$ cat src/design/ikarm_pkg.sv
package ikarm_pkg;

    localparam int FRAC_BITS     = 16;
    localparam int CORDIC_STAGES = 16;
    localparam int ANG_BITS      = 30;
    localparam int GUARD_BITS    = 24;

    localparam int CFG_W   = 18;
    localparam int POS_W   = 19;
    localparam int OUT_W   = 21;
    localparam int ADDR_W  = 5;
    localparam int DATA_W  = 32;

    // CORDIC operand, datapath and angle widths
    localparam int OPD_W = 21;
    localparam int CW_W  = 48;
    localparam int ANG_W = 34;

    // square root: radicand and root widths
    localparam int SQ_IN_W  = 38;
    localparam int SQ_OUT_W = 19;

    // divider: dividend/divisor width and quotient width
    localparam int DIV_W   = 38;
    localparam int DIV_Q_W = FRAC_BITS + 1;

    localparam logic [2:0] REG_BASE_HEIGHT      = 3'd0;
    localparam logic [2:0] REG_SHOULDER_OFFSET  = 3'd1;
    localparam logic [2:0] REG_UPPER_ARM_LENGTH = 3'd2;
    localparam logic [2:0] REG_FOREARM_LENGTH   = 3'd3;
    localparam logic [2:0] REG_GRIPPER_LENGTH   = 3'd4;

    localparam logic signed [ANG_W-1:0] PI_Q30      = 34'sd3373259426;
    localparam logic signed [ANG_W-1:0] HALF_PI_Q30 = 34'sd1686629713;

    localparam logic signed [ANG_W-1:0] ATAN_TAB [10] = '{
        34'sd843314857, 34'sd497837829, 34'sd263043837, 34'sd133525159,
        34'sd67021688,  34'sd33543516,  34'sd16775851,  34'sd8388437,
        34'sd4194283,   34'sd2097149
    };

    // atan(2^-i) at 30 fraction bits; plain 2^(30-i) from stage ten on
    function automatic logic signed [ANG_W-1:0] atan_step(input int i);
        logic signed [ANG_W-1:0] res;
        if (i < 10)
        begin
            res = ATAN_TAB[i];
        end
        else if (i > ANG_BITS)
        begin
            res = '0;
        end
        else
        begin
            res = ANG_W'(64'sd1 <<< (ANG_BITS - i));
        end
        return res;
    endfunction

    typedef struct packed {
        logic [CFG_W-1:0] base_height;
        logic [CFG_W-1:0] shoulder_offset;
        logic [CFG_W-1:0] upper_arm_length;
        logic [CFG_W-1:0] forearm_length;
        logic [CFG_W-1:0] gripper_length;
    } cfg_t;

    // per-beat values carried alongside the arithmetic units
    typedef struct packed {
        logic signed [POS_W-1:0] x;
        logic signed [POS_W-1:0] y;
        logic signed [POS_W-1:0] z;
        logic signed [OPD_W-1:0] rp;
        logic signed [OPD_W-1:0] dz;
        logic signed [FRAC_BITS+1:0] c;
        logic                    unreach;
        logic                    neg;
    } sb_t;

endpackage

$ cat src/design/ikarm_cfg.sv
module ikarm_cfg (
    input  logic                              clk,
    input  logic                              rst_n,
    input  logic                              psel,
    input  logic                              penable,
    input  logic                              pwrite,
    input  logic [ikarm_pkg::ADDR_W-1:0]      paddr,
    input  logic [ikarm_pkg::DATA_W-1:0]      pwdata,
    output logic [ikarm_pkg::DATA_W-1:0]      prdata,
    output ikarm_pkg::cfg_t                   cfg
);

    localparam int CW = ikarm_pkg::CFG_W;

    ikarm_pkg::cfg_t cfg_reg;
    logic [2:0]      idx;
    logic            wr;

    assign idx = paddr[4:2];
    assign wr  = psel && penable && pwrite;

    always_ff @(posedge clk or negedge rst_n)
    begin
        if (!rst_n)
        begin
            cfg_reg.base_height      <= CW'(23462);
            cfg_reg.shoulder_offset  <= CW'(3277);
            cfg_reg.upper_arm_length <= CW'(19661);
            cfg_reg.forearm_length   <= CW'(16384);
            cfg_reg.gripper_length   <= CW'(13894);
        end
        else if (wr)
        begin
            unique case (idx)
                ikarm_pkg::REG_BASE_HEIGHT:      cfg_reg.base_height      <= pwdata[CW-1:0];
                ikarm_pkg::REG_SHOULDER_OFFSET:  cfg_reg.shoulder_offset  <= pwdata[CW-1:0];
                ikarm_pkg::REG_UPPER_ARM_LENGTH: cfg_reg.upper_arm_length <= pwdata[CW-1:0];
                ikarm_pkg::REG_FOREARM_LENGTH:   cfg_reg.forearm_length   <= pwdata[CW-1:0];
                ikarm_pkg::REG_GRIPPER_LENGTH:   cfg_reg.gripper_length   <= pwdata[CW-1:0];
                default: ;
            endcase
        end
    end

    always_comb
    begin
        unique case (idx)
            ikarm_pkg::REG_BASE_HEIGHT:      prdata = 32'(cfg_reg.base_height);
            ikarm_pkg::REG_SHOULDER_OFFSET:  prdata = 32'(cfg_reg.shoulder_offset);
            ikarm_pkg::REG_UPPER_ARM_LENGTH: prdata = 32'(cfg_reg.upper_arm_length);
            ikarm_pkg::REG_FOREARM_LENGTH:   prdata = 32'(cfg_reg.forearm_length);
            ikarm_pkg::REG_GRIPPER_LENGTH:   prdata = 32'(cfg_reg.gripper_length);
            default:                         prdata = '0;
        endcase
    end

    assign cfg = cfg_reg;

endmodule

$ cat config.mk
export PLATFORM = sky130hd
export DESIGN_NAME = ikarm_cfg
export DESIGN_NICKNAME = d
export VERILOG_FILES = /design/src/design/ikarm_pkg.sv /design/src/design/ikarm_cfg.sv
export SDC_FILE = /design/constraint.sdc
export NUM_CORES = 1
export LEC_CHECK = 0
export ABC_AREA = 1
export BUFFER_PORTS_ARGS = -buffer_cell sky130_fd_sc_hd__buf_2
export CAP_MARGIN = 20
export CORE_UTILIZATION = 40
export DETAILED_ROUTE_END_ITERATION = 8
export PLACE_DENSITY_LB_ADDON = 0.1
export SLEW_MARGIN = 40
export SYNTH_ARGS = -nofsm -noshare
export SYNTH_HDL_FRONTEND = slang
export SYNTH_SLANG_ARGS = --single-unit
$ cat constraint.sdc
create_clock -name clk -period 2 [get_ports clk]
set_clock_uncertainty 0.1 [all_clocks]
set_input_delay 0.4 -clock clk [delete_from_list [all_inputs] [get_ports clk]]
set_output_delay 0.4 -clock clk [all_outputs]
set_load 0.005 [all_outputs]
==> impl_metrics.json <==
{
  "place_ws_ps": -0.384,
  "initial_core_util": 0.418,
  "antenna_found_initial": 0,
  "coreArea_um2": 11100,
  "io_pins": 164,
  "required_ps": 1500,
  "dr.first_iter.drc_count": 319,
  "routabilityCongestion": 0.860,
  "largest_reg_flops": 90,
  "grt-ovfl-total": 0,
  "ys.warnings.count": 0,
  "viasPerCell": 5.27,
  "crit_path_cell_trace": "clkbuf_4 -> nor2_4 -> buf_6 -> nand3_1 -> nand2_1 -> nor2_1 -> nand2_1 -> buf_2",
  "holdWs_ps": 205,
  "end_kind": "output port",
  "drc": 0,
  "cp_top_family": "simple AND/OR/NAND/NOR gates",
  "vias": 4594,
  "syn_area_um2": 4630,
  "whs_path_depth": 3,
  "grt_pass1_wl_um": 23400,
  "layout_commonest_cell": "nand2_1",
  "finalPower_mw": 5.49,
  "cp-start-kind": "primary input",
  "clock_path_buffers": 2,
  "clkTransAtPathRegs_ps": 60,
  "cp.arrival_ps": 1430,
  "yosys.cell_types.count": 21,
  "routed_wl_um": 15000,
  "final_max_slew_viol_count": 0,
  "grt_pass1_vias": 4289,
  "die_x_um": 110,
  "antenna_cells": 0,
  "numClockSinks": 90,
  "grt_max_degree": 38,
  "nets": 770,
  "root_buffer": "clkbuf_16",
  "clk_latency_ps": 340,
  "ir_drop_mv": 0.349,
  "dieArea_um2": 12000,
  "p_per_area_nw_per_um2": 934,
  "max_stage_delay_ps": 200,
  "fin_crit_ps": 1930,
  "dr.pass1.iters": 4,
  "setup_tns_ps": 0,
  "ys_seq_area_frac": 0.495,
  "max_freq_mhz": 519,
  "rsz0062_at_grt": "false",
  "detail-route-antenna-nets": 0,
  "htreeDepth": 3,
  "critical_path_buf_inv_count": 3,
  "tritoncts": "yes",
  "path_max_fanout": 10,
  "portBuffers": 133,
  "setup-violations-final": 0,
  "syn2layout_area_growth_pct": 27.0,
  "drv_cap": 0,
  "std_cell_rows": 38,
  "die_h_um": 110,
  "cp_num_cells": 8,
  "final_util": 0.531,
  "avgRoutedWirePerCell_um": 17.2,
  "slowest_stage": "clkbuf_4",
  "status": "finished, final reports clean",
  "place.detailed.hpwl_um": 10600,
  "hold_violations": 0,
  "hold_class": "in -> reg",
  "p_leak_nw": 3.28,
  "yosys_register_bits": 90,
  "syn-instance-count": 591,
  "reg2regPathDepth": 2,
  "crit_top_cell": "nand2_1",
  "cts-buffers-inserted": 9,
  "postSynthAreaPerCell_um2": 7.84,
  "grtUsageTotal": 0.264,
  "fin_crit_sh": 0.963,
  "drive_above_1_share": 0.306,
  "critical_path_class": "in -> out",
  "layout_common_cells": "nand2_1, buf_2, o21ai_1",
  "finalWorstSetupSlack_ps": 74.1
}
layout make-up:
cell class	instances	area (µm²)
inverters	6	25.0
well taps	140	175
multi-input cells	456	2070
flip-flops and latches	90	2290
repair buffers	165	1010
clock buffers	12	246
fillers	1064	5200
clock inverters	3	65.1
Yosys cell counts, drive strengths merged:
master    n  area share
buf      43       0.059
clkbuf    9      0.0073
conb      1     0.00081
dfrtp    58        0.31
dfstp    32        0.18
inv       6      0.0054
nand2   251        0.21
nand3    56       0.063
nand4    18       0.024
nor2     26       0.038
o21ai    91       0.098
worst min-delay path: cells and delay by family:
family / cells / cell delay [ps]
and+or+nand+nor: 2 / 110
buffers and inverters: 1 / 140
kinds of logic after synthesis:
family | Yosys count | share of synthesized area
AOI/OAI and AO/OA | 91 | 0.0984
buffers and inverters | 58 | 0.0719
DFF | 90 | 0.495
other | 1 | 0.000810
and+or+nand+nor | 351 | 0.334
where the power goes:
part	switching, mW	total, mW	internal (mW)
Combinational	0.653	1.16	0.503
Clock	0.679	1.80	1.12
Sequential	0.283	2.54	2.25
Total	1.62	5.49	3.88
through the flow:
stage / cells / cell area, µm²
6_report: 872 / 5880
2_1_floorplan: 604 / 4680
4_1_cts: 872 / 5870
3_3_place_gp: 854 / 5520
5_1_grt: 872 / 5880
3_5_place_dp: 854 / 5520
metal layers:
| metal | wire (µm) | global-route usage |
|---|---|---|
| met5 | 0 | 0 |
| met4 | 209 | 0.0810 |
| met3 | 1260 | 0.0528 |
| met2 | 6930 | 0.405 |
| met1 | 6620 | 0.374 |
path summary, 6_finish.rpt:
check,end,start,slack [ps]
max in group asynchronous,cfg[2],rst_n,770
max reg2reg,cfg[81],cfg[81],1030
max,prdata[7],paddr[3],70
min,cfg[13],pwdata[13],200
min in group asynchronous,cfg[48],rst_n,430
min reg2reg,cfg[54],cfg[54],380
repair_timing:
item                                   4_1_cts  5_1_grt
endpoints found under the hold margin       12        0
resized for setup                            0        3
setup buffers                                2        0
setup endpoints to repair                    1       13
pin swaps                                    0        0
hold buffers                                 1        0
(Power assumes the default switching activity.)
