### src/design/ikarm_pkg.sv
package ikarm_pkg;

    localparam int FRAC_BITS     = 16;
    localparam int CORDIC_STAGES = 16;
    localparam int ANG_BITS      = 30;
    localparam int GUARD_BITS    = 24;

    localparam int CFG_W   = 18;
    localparam int POS_W   = 19;
    localparam int OUT_W   = 21;
    localparam int ADDR_W  = 5;
    localparam int DATA_W  = 32;

    // CORDIC operand, datapath and angle widths
    localparam int OPD_W = 21;
    localparam int CW_W  = 48;
    localparam int ANG_W = 34;

    // square root: radicand and root widths
    localparam int SQ_IN_W  = 38;
    localparam int SQ_OUT_W = 19;

    // divider: dividend/divisor width and quotient width
    localparam int DIV_W   = 38;
    localparam int DIV_Q_W = FRAC_BITS + 1;

    localparam logic [2:0] REG_BASE_HEIGHT      = 3'd0;
    localparam logic [2:0] REG_SHOULDER_OFFSET  = 3'd1;
    localparam logic [2:0] REG_UPPER_ARM_LENGTH = 3'd2;
    localparam logic [2:0] REG_FOREARM_LENGTH   = 3'd3;
    localparam logic [2:0] REG_GRIPPER_LENGTH   = 3'd4;

    localparam logic signed [ANG_W-1:0] PI_Q30      = 34'sd3373259426;
    localparam logic signed [ANG_W-1:0] HALF_PI_Q30 = 34'sd1686629713;

    localparam logic signed [ANG_W-1:0] ATAN_TAB [10] = '{
        34'sd843314857, 34'sd497837829, 34'sd263043837, 34'sd133525159,
        34'sd67021688,  34'sd33543516,  34'sd16775851,  34'sd8388437,
        34'sd4194283,   34'sd2097149
    };

    // atan(2^-i) at 30 fraction bits; plain 2^(30-i) from stage ten on
    function automatic logic signed [ANG_W-1:0] atan_step(input int i);
        logic signed [ANG_W-1:0] res;
        if (i < 10)
        begin
            res = ATAN_TAB[i];
        end
        else if (i > ANG_BITS)
        begin
            res = '0;
        end
        else
        begin
            res = ANG_W'(64'sd1 <<< (ANG_BITS - i));
        end
        return res;
    endfunction

    typedef struct packed {
        logic [CFG_W-1:0] base_height;
        logic [CFG_W-1:0] shoulder_offset;
        logic [CFG_W-1:0] upper_arm_length;
        logic [CFG_W-1:0] forearm_length;
        logic [CFG_W-1:0] gripper_length;
    } cfg_t;

    // per-beat values carried alongside the arithmetic units
    typedef struct packed {
        logic signed [POS_W-1:0] x;
        logic signed [POS_W-1:0] y;
        logic signed [POS_W-1:0] z;
        logic signed [OPD_W-1:0] rp;
        logic signed [OPD_W-1:0] dz;
        logic signed [FRAC_BITS+1:0] c;
        logic                    unreach;
        logic                    neg;
    } sb_t;

endpackage

### src/design/ikarm_sqrt.sv
module ikarm_sqrt (
    input  logic                              clk,
    input  logic                              rst_n,
    input  logic                              adv,
    input  logic                              v_i,
    input  logic [ikarm_pkg::SQ_IN_W-1:0]     rad_i,
    input  ikarm_pkg::sb_t                    sb_i,
    output logic                              v_o,
    output logic [ikarm_pkg::SQ_OUT_W-1:0]    root_o,
    output ikarm_pkg::sb_t                    sb_o
);

    // one root bit per stage, MSB first; floor square root
    localparam int N  = ikarm_pkg::SQ_OUT_W;
    localparam int CW = ikarm_pkg::SQ_IN_W + 3;

    logic [CW-1:0]   rem_w  [N+1];
    logic [N-1:0]    root_w [N+1];
    logic            v_w    [N+1];
    ikarm_pkg::sb_t  sb_w   [N+1];

    assign rem_w[0]  = CW'(rad_i);
    assign root_w[0] = '0;
    assign v_w[0]    = v_i;
    assign sb_w[0]   = sb_i;

    for (genvar k = 0; k < N; k++)
    begin : g_stage
        localparam int B = N - 1 - k;

        logic [CW-1:0]  trial;
        logic [CW-1:0]  rem_reg;
        logic [N-1:0]   root_reg;
        logic           v_reg;
        ikarm_pkg::sb_t sb_reg;

        // (root + 2^B)^2 - root^2
        assign trial = (CW'(root_w[k]) << (B + 1)) + (CW'(1) << (2 * B));

        always_ff @(posedge clk or negedge rst_n)
        begin
            if (!rst_n)
            begin
                v_reg <= 1'b0;
            end
            else if (adv)
            begin
                v_reg <= v_w[k];
            end
        end

        always_ff @(posedge clk)
        begin
            if (adv)
            begin
                if (rem_w[k] >= trial)
                begin
                    rem_reg  <= rem_w[k] - trial;
                    root_reg <= root_w[k] | (N'(1) << B);
                end
                else
                begin
                    rem_reg  <= rem_w[k];
                    root_reg <= root_w[k];
                end
                sb_reg <= sb_w[k];
            end
        end

        assign rem_w[k+1]  = rem_reg;
        assign root_w[k+1] = root_reg;
        assign v_w[k+1]    = v_reg;
        assign sb_w[k+1]   = sb_reg;
    end

    assign v_o    = v_w[N];
    assign root_o = root_w[N];
    assign sb_o   = sb_w[N];

endmodule

### config.mk
export PLATFORM = sky130hd
export DESIGN_NAME = ikarm_sqrt
export DESIGN_NICKNAME = d
export VERILOG_FILES = /design/src/design/ikarm_pkg.sv /design/src/design/ikarm_sqrt.sv
export SDC_FILE = /design/constraint.sdc
export NUM_CORES = 2
export LEC_CHECK = 0
export BUFFER_PORTS_ARGS = -buffer_cell sky130_fd_sc_hd__buf_2
export CAP_MARGIN = 40
export CORE_MARGIN = 5
export CORE_UTILIZATION = 25
export DETAILED_ROUTE_END_ITERATION = 7
export GPL_TIMING_DRIVEN = 0
export MAX_ROUTING_LAYER = met4
export PLACE_DENSITY = 0.48
export SLEW_MARGIN = 20
export SYNTH_ARGS = -nofsm -noshare
export SYNTH_HDL_FRONTEND = slang
export SYNTH_SLANG_ARGS = --single-unit
### constraint.sdc
create_clock -name clk -period 3.8 [get_ports clk]
set_input_delay 0.57 -clock clk [delete_from_list [all_inputs] [get_ports clk]]
set_output_delay 0.57 -clock clk [all_outputs]
set_load 0.03 [all_outputs]
==> results by group <==
Setup path
  – RR Endpoint: g_stage[16].rem_reg[16]$_DFFE_PP_
  – CP required: 4.51 ns
  – WP data arrival: 4.42 ns
  – Flop-to-flop setup slack: between 0.08 and 0.09 ns
  – CP endpoint kind: flip-flop
  – Critical path launch point type: flip-flop
  – Reg-to-reg critical path startpoint: g_stage[15].rem_reg[37]$_DFFE_PP_
  – Crit path kind: flip-flop to flip-flop
  – R2R depth: 8
  – Critical path peak fanout: 10

STA
  – Setup violators final: 0
  – Post-Route Setup TNS: 0 ns
  – Tcrit/Tclk final: 0.977
  – Fin. Hold Viols: 0
  – Worst-margin pin slew: 0.901 ns
  – Max Freq: between 200 and 300 MHz
  – Final slew viol count: 0
  – Hold slack: ~0.14 ns
  – Setup skew after layout: between 0.05 and 0.06 ns
  – Normalized max-slew margin: 0.384
  – Min Tclk post-route: 3.71 ns

Placement
  – Dpl hpwl: roughly 110000 um
  – Buffers on Ports: between 200 and 300
  – RePlAce Congestion: ~0.90

Yosys
  – Net count after synthesis: 6009
  – Mapped Cells: roughly 5600
  – Yosys warns: 0
  – Distinct cells, synth: 81
  – Post-synth EDFFs: between 3000 and 4000
  – Post-synth top flop: edfxtp_1
  – Mapped cell area: around 110000 um^2
  – Syn avg cell area: a little under 20 um^2
  – Ys async rst share: 0.00593
  – FF+latch count, synth: 3206
  – Seq/Total Area, Yosys: 0.858

Detailed routing
  – Routed vias: slightly below 50000
  – DR iter-0 viols: ~2900
  – Drt pass-1 iters: 8
  – Via density: approximately 3.9
  – DRC viols: 6
  – Total Wirelength: 178000 um
  – Antenna Nets Post-Route: 0
  – DR WL/cell: 14.0 um

Clock network
  – CTS Buffer Depth: 4
  – Clock latency on the worst-skew pair: ~0.91 ns
  – Setup bufs post-CTS: 0
  – H-tree depth: 5
  – Clock transition at the registers of the reported paths: roughly 0.06 ns
  – CTS tree: yes
  – CTS buffer count: approximately 360
  – Root Buffer: clkbuf_16
  – CTS sink cnt: around 3200

Floorplan
  – Core ar.: about 450000 um^2
  – Die W: ~680 um
  – Ports: 300
  – Row Count: around 250
  – Die area: between 400000 and 500000 um^2
  – Initial core utilization: 0.250
  – Die H: 680 um

Power
  – Seq pwr share: 0.535
  – Switching pwr: between 15000 and 20000 uW
  – Pwr Density: between 500 and 600 nW/um^2
  – Comb power frac: 0.060
  – Peak supply drop: 0.375 mV
  – Pleak: 0.0465 uW
  – Clock Power Share: 0.406
  – Net Sw Frac: 0.221
  – Internal power: 62900 uW

Final layout
  – Filler instances: roughly 43000
  – Final-stage net count: between 6000 and 7000
  – Share of layout cells above drive strength 1: 0.139
  – Area growth syn-to-layout: 20.3%
  – Core Util, Final: 0.301
  – Max reg flops: between 2000 and 2500

Global routing
  – Global-route usage over all layers: 0.0773
  – Largest net degree at the start of global routing: approximately 150
  – First-pass GRT wire length: ~280000 um
  – Vias in the first global route: slightly above 50000
  – Global route overflow: 0
  – Initial antenna violation count: 1

Hold path
  – Hold WC Path Type: input pin to asynchronous set/reset pin

Run status
  – Status: complete, but fails checks
  – Failing checks: DRC

Flow run
  – Max-cap check violation count: 0
critical path: stages (launching register included):
cell	delay (ns)
edfxtp_1	0.43
or4_1	0.58
nor3b_1	0.30
o21ai_0	0.13
a2111oi_0	0.81
nand3_1	0.41
clkbuf_2	0.33
clkbuf_1	0.29
a21oi_1	0.26
layout by cell type (no fill, tap or decap), types with 115 or more instances in the layout:
master	instances
o21ai_0	141
ha_1	204
clkbuf_16	362
a21oi_1	167
nor2_1	209
nand2_1	203
dlygate4sd3_1	160
buf_2	306
edfxtp_1	3187
nor3_1	115
inv_1	240
xor2_1	179
xnor2_1	151
power by group through the flow:
stage	Clock (uW)	Sequential (uW)	Combinational (uW)
CTS	34500	43200	4840
detailed placement	0	44000	4680
floorplan	0	43600	2790
global route	35900	43500	5360
finish	32800	43200	4810
global placement	0	45300	3370
cells by family after synthesis:
| group | after synthesis | synth area share |
|---|---|---|
| flops | 3206 | 0.858 |
| simple gates | 999 | 0.0467 |
| compound gates | 556 | 0.0311 |
| xor+xnor | 330 | 0.0258 |
| buf+inv | 291 | 0.00998 |
| fa+ha+maj | 205 | 0.0229 |
| mux | 55 | 0.00545 |
| other cells | 1 | 0.0000335 |
through the flow:
step           power (uW)  instance area [um^2]  worst slack (ns)  cells
2_1_floorplan       46400                112000             0.463   5643
3_3_place_gp        48700                121000            -50.29  11900
3_5_place_dp        48600                122000             -1.21  11900
4_1_cts             82600                135000            0.0498  12700
5_1_grt             84700                135000           -0.0149  12700
6_report            80800                135000            0.0881  12700
per-layer routing:
metal,global-route usage,share of wire,vias up
met5,-,0,-
met4,0.0314,0.040,0
met3,0.0192,0.054,488
met2,0.123,0.47,1021
met1,0.0944,0.43,23800
li1,-,-,23800
layout make-up:
cell class,instances,area (um^2),area share
Sequential cell,3206,96200,0.713
Multi-Input combinational cell,2146,14900,0.110
Clock buffer,439,9310,0.0690
Tap cell,5952,7450,0.0552
Timing Repair Buffer,492,3910,0.0290
Clock inverter,205,1970,0.0146
Inverter,244,920,0.00682
Buffer,47,210,0.00156
Antenna cell,1,2.50,0.0000186
repair_timing:
action | CTS | global route
endpoints found under the setup margin | 133 | 322
endpoints found under the hold margin | 178 | 0
hold buffers | 160 | 0
gates cloned | 1 | 2
resized for setup | 4 | 25
cells in the mapped netlist, types with 5 or more instances:
cell type,number,share of area
nor4_1,111,0.0062
o31ai_1,25,0.0017
edfxtp_1,3187,0.85
nand2_1,204,0.0068
ha_1,205,0.023
buf_1,7,0.00023
nand3_1,62,0.0028
or2_2,21,0.0012
a211o_1,10,0.00078
nor2b_1,25,0.0014
or3_1,43,0.0024
or4_1,32,0.0021
o21ai_0,141,0.0063
dfrtp_1,19,0.0042
nand3b_1,9,0.00060
nor3b_1,14,0.00094
a211oi_1,16,0.0011
nor3_1,118,0.0053
a21boi_0,10,0.00067
a21o_1,59,0.0040
inv_1,240,0.0080
nand4b_1,13,0.0010
xor2_1,179,0.014
clkbuf_1,31,0.0010
nor2_1,209,0.0070
and2_1,8,0.00045
buf_2,6,0.00027
mux2i_1,7,0.00063
and3_1,15,0.00084
o21bai_1,7,0.00047
nand2b_1,39,0.0022
nor4b_1,22,0.0017
o211ai_1,13,0.00087
mux2_2,48,0.0048
a21oi_1,167,0.0075
a2111oi_0,5,0.00039
nand4_1,32,0.0018
o21a_1,49,0.0033
o31a_1,5,0.00039
xnor2_1,151,0.012
worst max-delay path by stage:
stage / startpoint / to / slack, ns / cells past startpoint
after global routing: g_stage[11].rem_reg[25]$_DFFE_PP_ / g_stage[12].rem_reg[40]$_DFFE_PP_ / -0.01 / 11
final: g_stage[15].rem_reg[37]$_DFFE_PP_ / g_stage[16].rem_reg[16]$_DFFE_PP_ / 0.09 / 8
after CTS: adv / g_stage[1].rem_reg[6]$_DFFE_PP_ / 0.05 / 7
after global placement: adv / g_stage[0].sb_reg[42]$_DFFE_PP_ / -50.29 / 1
after floorplan: g_stage[11].rem_reg[25]$_DFFE_PP_ / g_stage[12].rem_reg[38]$_DFFE_PP_ / 0.46 / 11
after detailed placement: adv / g_stage[1].rem_reg[30]$_DFFE_PP_ / -1.21 / 7
(Power assumes the default switching activity.)
