===== src/design/ikarm_pkg.sv =====
package ikarm_pkg;

    localparam int FRAC_BITS     = 16;
    localparam int CORDIC_STAGES = 16;
    localparam int ANG_BITS      = 30;
    localparam int GUARD_BITS    = 24;

    localparam int CFG_W   = 18;
    localparam int POS_W   = 19;
    localparam int OUT_W   = 21;
    localparam int ADDR_W  = 5;
    localparam int DATA_W  = 32;

    // CORDIC operand, datapath and angle widths
    localparam int OPD_W = 21;
    localparam int CW_W  = 48;
    localparam int ANG_W = 34;

    // square root: radicand and root widths
    localparam int SQ_IN_W  = 38;
    localparam int SQ_OUT_W = 19;

    // divider: dividend/divisor width and quotient width
    localparam int DIV_W   = 38;
    localparam int DIV_Q_W = FRAC_BITS + 1;

    localparam logic [2:0] REG_BASE_HEIGHT      = 3'd0;
    localparam logic [2:0] REG_SHOULDER_OFFSET  = 3'd1;
    localparam logic [2:0] REG_UPPER_ARM_LENGTH = 3'd2;
    localparam logic [2:0] REG_FOREARM_LENGTH   = 3'd3;
    localparam logic [2:0] REG_GRIPPER_LENGTH   = 3'd4;

    localparam logic signed [ANG_W-1:0] PI_Q30      = 34'sd3373259426;
    localparam logic signed [ANG_W-1:0] HALF_PI_Q30 = 34'sd1686629713;

    localparam logic signed [ANG_W-1:0] ATAN_TAB [10] = '{
        34'sd843314857, 34'sd497837829, 34'sd263043837, 34'sd133525159,
        34'sd67021688,  34'sd33543516,  34'sd16775851,  34'sd8388437,
        34'sd4194283,   34'sd2097149
    };

    // atan(2^-i) at 30 fraction bits; plain 2^(30-i) from stage ten on
    function automatic logic signed [ANG_W-1:0] atan_step(input int i);
        logic signed [ANG_W-1:0] res;
        if (i < 10)
        begin
            res = ATAN_TAB[i];
        end
        else if (i > ANG_BITS)
        begin
            res = '0;
        end
        else
        begin
            res = ANG_W'(64'sd1 <<< (ANG_BITS - i));
        end
        return res;
    endfunction

    typedef struct packed {
        logic [CFG_W-1:0] base_height;
        logic [CFG_W-1:0] shoulder_offset;
        logic [CFG_W-1:0] upper_arm_length;
        logic [CFG_W-1:0] forearm_length;
        logic [CFG_W-1:0] gripper_length;
    } cfg_t;

    // per-beat values carried alongside the arithmetic units
    typedef struct packed {
        logic signed [POS_W-1:0] x;
        logic signed [POS_W-1:0] y;
        logic signed [POS_W-1:0] z;
        logic signed [OPD_W-1:0] rp;
        logic signed [OPD_W-1:0] dz;
        logic signed [FRAC_BITS+1:0] c;
        logic                    unreach;
        logic                    neg;
    } sb_t;

endpackage


===== src/design/ikarm_div.sv =====
module ikarm_div (
    input  logic                              clk,
    input  logic                              rst_n,
    input  logic                              adv,
    input  logic                              v_i,
    input  logic [ikarm_pkg::DIV_W-1:0]       num_i,
    input  logic [ikarm_pkg::DIV_W-1:0]       den_i,
    input  ikarm_pkg::sb_t                    sb_i,
    output logic                              v_o,
    output logic [ikarm_pkg::DIV_Q_W-1:0]     q_o,
    output ikarm_pkg::sb_t                    sb_o
);

    // floor(num * 2^FRAC_BITS / den) for num <= den; one quotient bit per stage
    localparam int N  = ikarm_pkg::DIV_Q_W;
    localparam int RW = ikarm_pkg::DIV_W + 1;

    logic [RW-1:0]   rem_w [N+1];
    logic [N-1:0]    q_w   [N+1];
    logic            v_w   [N+1];
    ikarm_pkg::sb_t  sb_w  [N+1];

    assign rem_w[0] = RW'(num_i);
    assign q_w[0]   = '0;
    assign v_w[0]   = v_i;
    assign sb_w[0]  = sb_i;

    for (genvar k = 0; k < N; k++)
    begin : g_stage
        logic [RW-1:0]  shifted;
        logic [RW-1:0]  rem_reg;
        logic [N-1:0]   q_reg;
        logic           v_reg;
        ikarm_pkg::sb_t sb_reg;

        if (k == 0)
        begin : g_first
            assign shifted = rem_w[k];
        end
        else
        begin : g_rest
            assign shifted = rem_w[k] << 1;
        end

        always_ff @(posedge clk or negedge rst_n)
        begin
            if (!rst_n)
            begin
                v_reg <= 1'b0;
            end
            else if (adv)
            begin
                v_reg <= v_w[k];
            end
        end

        always_ff @(posedge clk)
        begin
            if (adv)
            begin
                if (shifted >= RW'(den_i))
                begin
                    rem_reg <= shifted - RW'(den_i);
                    q_reg   <= {q_w[k][N-2:0], 1'b1};
                end
                else
                begin
                    rem_reg <= shifted;
                    q_reg   <= {q_w[k][N-2:0], 1'b0};
                end
                sb_reg <= sb_w[k];
            end
        end

        assign rem_w[k+1] = rem_reg;
        assign q_w[k+1]   = q_reg;
        assign v_w[k+1]   = v_reg;
        assign sb_w[k+1]  = sb_reg;
    end

    assign v_o  = v_w[N];
    assign q_o  = q_w[N];
    assign sb_o = sb_w[N];

endmodule


===== config.mk =====
export PLATFORM = sky130hd
export DESIGN_NAME = ikarm_div
export DESIGN_NICKNAME = d
export VERILOG_FILES = /design/src/design/ikarm_pkg.sv /design/src/design/ikarm_div.sv
export SDC_FILE = /design/constraint.sdc
export NUM_CORES = 2
export LEC_CHECK = 0
export BUFFER_PORTS_ARGS = -buffer_cell sky130_fd_sc_hd__buf_4
export CAP_MARGIN = 20
export CORE_ASPECT_RATIO = 1.5
export CORE_MARGIN = 5
export CORE_UTILIZATION = 40
export DETAILED_ROUTE_END_ITERATION = 7
export PLACE_DENSITY = 0.56
export RECOVER_POWER = 25
export SYNTH_ARGS = -nofsm -noshare
export SYNTH_HDL_FRONTEND = slang
export SYNTH_SLANG_ARGS = --single-unit
export TNS_END_PERCENT = 50

===== constraint.sdc =====
create_clock -name clk -period 4.49 [get_ports clk]
set_clock_uncertainty 0.2 [all_clocks]
set_input_delay 0.6735 -clock clk [delete_from_list [all_inputs] [get_ports clk]]
set_output_delay 0.6735 -clock clk [all_outputs]
set_load 0.01 [all_outputs]

==> impl_results.md <==
- Max_slew headroom: -1.53
- Sinks on Clock Net: 2801
- Worst slack on hold paths: 80.6 ps
- Overall routing resource usage: 0.188
- Sw frac: 0.324
- Post-synthesis share of cell area spent on and, or, nand and nor gates: 0.0626
- Vias in the first global route: slightly below 80000
- Initial cell density of the core: 0.401
- Crit path capture type: flip-flop
- Net count of the mapped netlist: 9370
- Area of all placed cells without fillers: roughly 150000 um2
- Global route overflow: 0
- Width of the chip: 464 um
- Final setup violation count: 0
- Final critical delay including setup and external delays: 4370 ps
- Worst Setup SP: num_i[12]
- Unrepaired setup endpoints after global routing: no
- Vertical extent of the die: 691 um
- Run status: complete, but fails checks
- Buffers added on ports: around 340
- Largest cells by area after synthesis: sky130_fd_sc_hd__edfxtp_1 68%, sky130_fd_sc_hd__ha_1 6.5%, sky130_fd_sc_hd__a21oi_1 3.3%
- Area added between synthesis and finish: 22.1%
- Number of maximum-capacitance violations: 1
- Clk slew on worst S/H paths: 50 ps
- Worst-case clock buffer depth: 4
- Measured slew at the worst slew-check pin: 3800 ps
- Detailed-route vias per instance: 5.22
- Startpoint of the lowest-slack register-to-register path: g_stage[10].rem_reg[0]
- Leak: between 0.05 and 0.06 uW
- Int Pwr: 66400 uW
- Kind of path behind the tightest hold check: in2reg
- Failing checks: capacitance limit, slew limit
- Clock tree from TritonCTS: done
- Post-DR wirelength/cell: 21.4 um
- Critical path class: in2reg
- DRC viols: 0
- Most common cell in the synthesized netlist: sky130_fd_sc_hd__edfxtp_1
- Worst ir drop on vdd: 0.407 mV
- Pin count of the biggest net entering global routing: around 150
- Startpoint types: input port
- Final TNS setup: 0 ps
- Share of the synthesized area in the top cell type: 0.676
- Core area: 308000 um2
- Arrival @ worst endpoint: 4730 ps
- Dominant combinational cell family by area after synthesis: compound AO/OA/AOI/OAI gates
- Critical path required time: 4850 ps
- Comb pwr share: 0.381
- Number of clock buffers inserted by TritonCTS: a little under 300
- Iter 0 DRT Violations: ~4600
- Sequential fraction of the synthesis area: 0.680
- Length of the first detailed-routing pass in iterations: 5
- Synth Instances: 8510
- Filler cell count: 26500
- Share of the synthesized netlist area taken by xor and xnor gates: 0.0376
- Peak clock frequency supported by timing: 229 MHz
- Total vias in the final route: 75500
- Dpl cell area: 140000 um2
- Sequential Area: ~84000 um2
- Share of layout cells above drive strength 1: 0.216
- Die Footprint: 321000 um2
- Buffer type at the clock tree root: sky130_fd_sc_hd__clkbuf_16
- Adder-Cell Fraction of Synth Area: 0.0679
- First-pass GRT wire length: 465000 um
- Final wirelength: around 310000 um
- Portion of netlist area occupied by mux cells: 0.0301
- Buffer count from post-CTS setup fixing: 0
- Average instance area after synthesis: 14.5 um2
- Flip-flop and latch count after synthesis: about 2800
- Biggest fanout along the worst timing path: 4
- Final hold violation count: 0
- Setup WS pre-CTS: -398 ps
- Number of enable-type register cells in the synthesized netlist: approximately 2800
- Max-slew violation total from the final report: 81
- Htree depth: 5
- Worst Setup Slack, final: 118 ps
- Clock latency on the worst-skew pair: 880 ps
- HPWL after DPL: 226000 um
- Synth top cells by count: 2784 x sky130_fd_sc_hd__edfxtp_1, 826 x sky130_fd_sc_hd__a21oi_1, 645 x sky130_fd_sc_hd__ha_1, 557 x sky130_fd_sc_hd__nor2_1, 376 x sky130_fd_sc_hd__nand2_1
- Hold path startpoint: num_i[9]
- Relative contribution of the clock network to total power: 0.238
- Synth Area in Compound Gates: 0.108
- Standard-cell row count: 250
- Fraction of the cycle the final worst path needs: 0.974
- Max FFs per register: 1904
- Post-synth ARST share: 0.00607
- Net switching power: 31800 uW
- GP Congestion: roughly 0.93
- Power share of the sequential group: 0.381
- Library cells used by synthesis: 101
- Remaining antenna violation count: 0
- Mapped cell area: 124000 um2
- Post-synth top area cell: sky130_fd_sc_hd__edfxtp_1
- Top-Level Pins: 336
- Commonest register cell after synthesis: sky130_fd_sc_hd__edfxtp_1
- Area occupied by multi-input gates: about 38000 um2
- Ratio of total power to cell area: 650 nW/um2
- Net count, final: ~11000
- Antenna violations before repair: 15
- Final core area utilization: 0.489
- Yosys warns: 0
-- metrics by stage --
step,cells,power (uW)
floorplan,8510,61000
global placement,13800,74600
detailed placement,13800,75000
CTS,14400,99200
global route,14400,104000
finish,14400,98100
-- power groups by stage --
stage          Sequential (uW)  Clock [uW]  Combinational [uW]
5_1_grt                  37700       25400               41000
6_report                 37400       23400               37300
4_1_cts                  37500       24300               37400
2_1_floorplan            36400           0               24600
3_3_place_gp             38000           0               36600
3_5_place_dp             38000           0               37000
-- cell families (layout without fill, tap and decap cells) --
kind of cell	count (synthesis)	in the layout
AND/OR/NAND/NOR	1632	1632
multiplexers	327	327
adder cells (fa/ha/maj)	661	661
XOR/XNOR	531	531
flip-flops	2801	2801
buffers and inverters	425	2321
AO/OA/AOI/OAI	2133	2133
other	0	8
-- routing by layer --
layer / routed length [um] / part of all wire / up-vias / GRT usage
met5: 13 / 0.000042 / - / 0
met2: 159000 / 0.51 / 1619 / 0.342
met3: 11600 / 0.037 / 639 / 0.0258
met1: 122000 / 0.39 / 37000 / 0.218
met4: 16400 / 0.053 / 2 / 0.0874
li1: - / - / 36100 / -
-- what timing repair did --
item                       CTS  global route
setup endpoints to repair    0            39
resized for setup            0             2
hold buffers               151             0
hold endpoints to repair   166             0
-- worst max-delay path: stages --
cell and delay, ps:
sky130_fd_sc_hd__dlygate4sd3_1 540, sky130_fd_sc_hd__buf_4 160, sky130_fd_sc_hd__ha_1 290, sky130_fd_sc_hd__buf_4 130, sky130_fd_sc_hd__nand2_1 70, sky130_fd_sc_hd__nor2_1 130, sky130_fd_sc_hd__o21ai_0 160, sky130_fd_sc_hd__or3b_2 520
sky130_fd_sc_hd__a311oi_2 420, sky130_fd_sc_hd__buf_4 190, sky130_fd_sc_hd__o221ai_1 170, sky130_fd_sc_hd__o41ai_1 510, sky130_fd_sc_hd__buf_4 200, sky130_fd_sc_hd__o22ai_1 70, sky130_fd_sc_hd__xor2_1 350, sky130_fd_sc_hd__a21oi_1 120
-- cell type report --
class,instances,share of cell area
Sequential cell,2801,0.557
Clock buffer,356,0.0503
Multi-Input combinational cell,5284,0.254
Clock inverter,150,0.0101
Timing Repair Buffer,1584,0.0897
Antenna cell,8,0.000133
Inverter,231,0.00577
Tap cell,4032,0.0334
-- layout by cell type (no fill, tap or decap), types with 48 or more instances in the layout --
cell	Yosys	final
sky130_fd_sc_hd__a21o_1	340	340
sky130_fd_sc_hd__a21oi_1	826	819
sky130_fd_sc_hd__a31oi_1	59	55
sky130_fd_sc_hd__and2_1	49	48
sky130_fd_sc_hd__and3_1	54	54
sky130_fd_sc_hd__buf_12	0	103
sky130_fd_sc_hd__buf_4	6	1289
sky130_fd_sc_hd__clkbuf_1	136	64
sky130_fd_sc_hd__clkbuf_16	0	294
sky130_fd_sc_hd__clkinv_1	0	57
sky130_fd_sc_hd__dlygate4sd3_1	0	151
sky130_fd_sc_hd__edfxtp_1	2784	2784
sky130_fd_sc_hd__ha_1	645	638
sky130_fd_sc_hd__inv_1	228	227
sky130_fd_sc_hd__mux2_2	298	275
sky130_fd_sc_hd__nand2_1	376	376
sky130_fd_sc_hd__nand2b_1	60	60
sky130_fd_sc_hd__nand3_1	138	136
sky130_fd_sc_hd__nand4_1	96	96
sky130_fd_sc_hd__nor2_1	557	557
sky130_fd_sc_hd__nor2b_1	83	82
sky130_fd_sc_hd__nor3_1	83	83
sky130_fd_sc_hd__o21a_1	96	96
sky130_fd_sc_hd__o21ai_0	354	350
sky130_fd_sc_hd__o21bai_1	104	104
sky130_fd_sc_hd__xnor2_1	357	357
sky130_fd_sc_hd__xor2_1	174	174
-- final timing paths --
kind / end / slack [ps] / depth (start not counted)
max reg2reg: g_stage[11].rem_reg[37] / 310 / 14
min reg2reg: g_stage[10].sb_reg[94] / 160 / 0
max in group asynchronous: g_stage[8].v_reg / 2850 / 3
min: g_stage[0].rem_reg[9] / 80 / 3
max: g_stage[0].rem_reg[37] / 120 / 16
min in group asynchronous: g_stage[12].v_reg / 770 / 3
(Power assumes the default switching activity.)
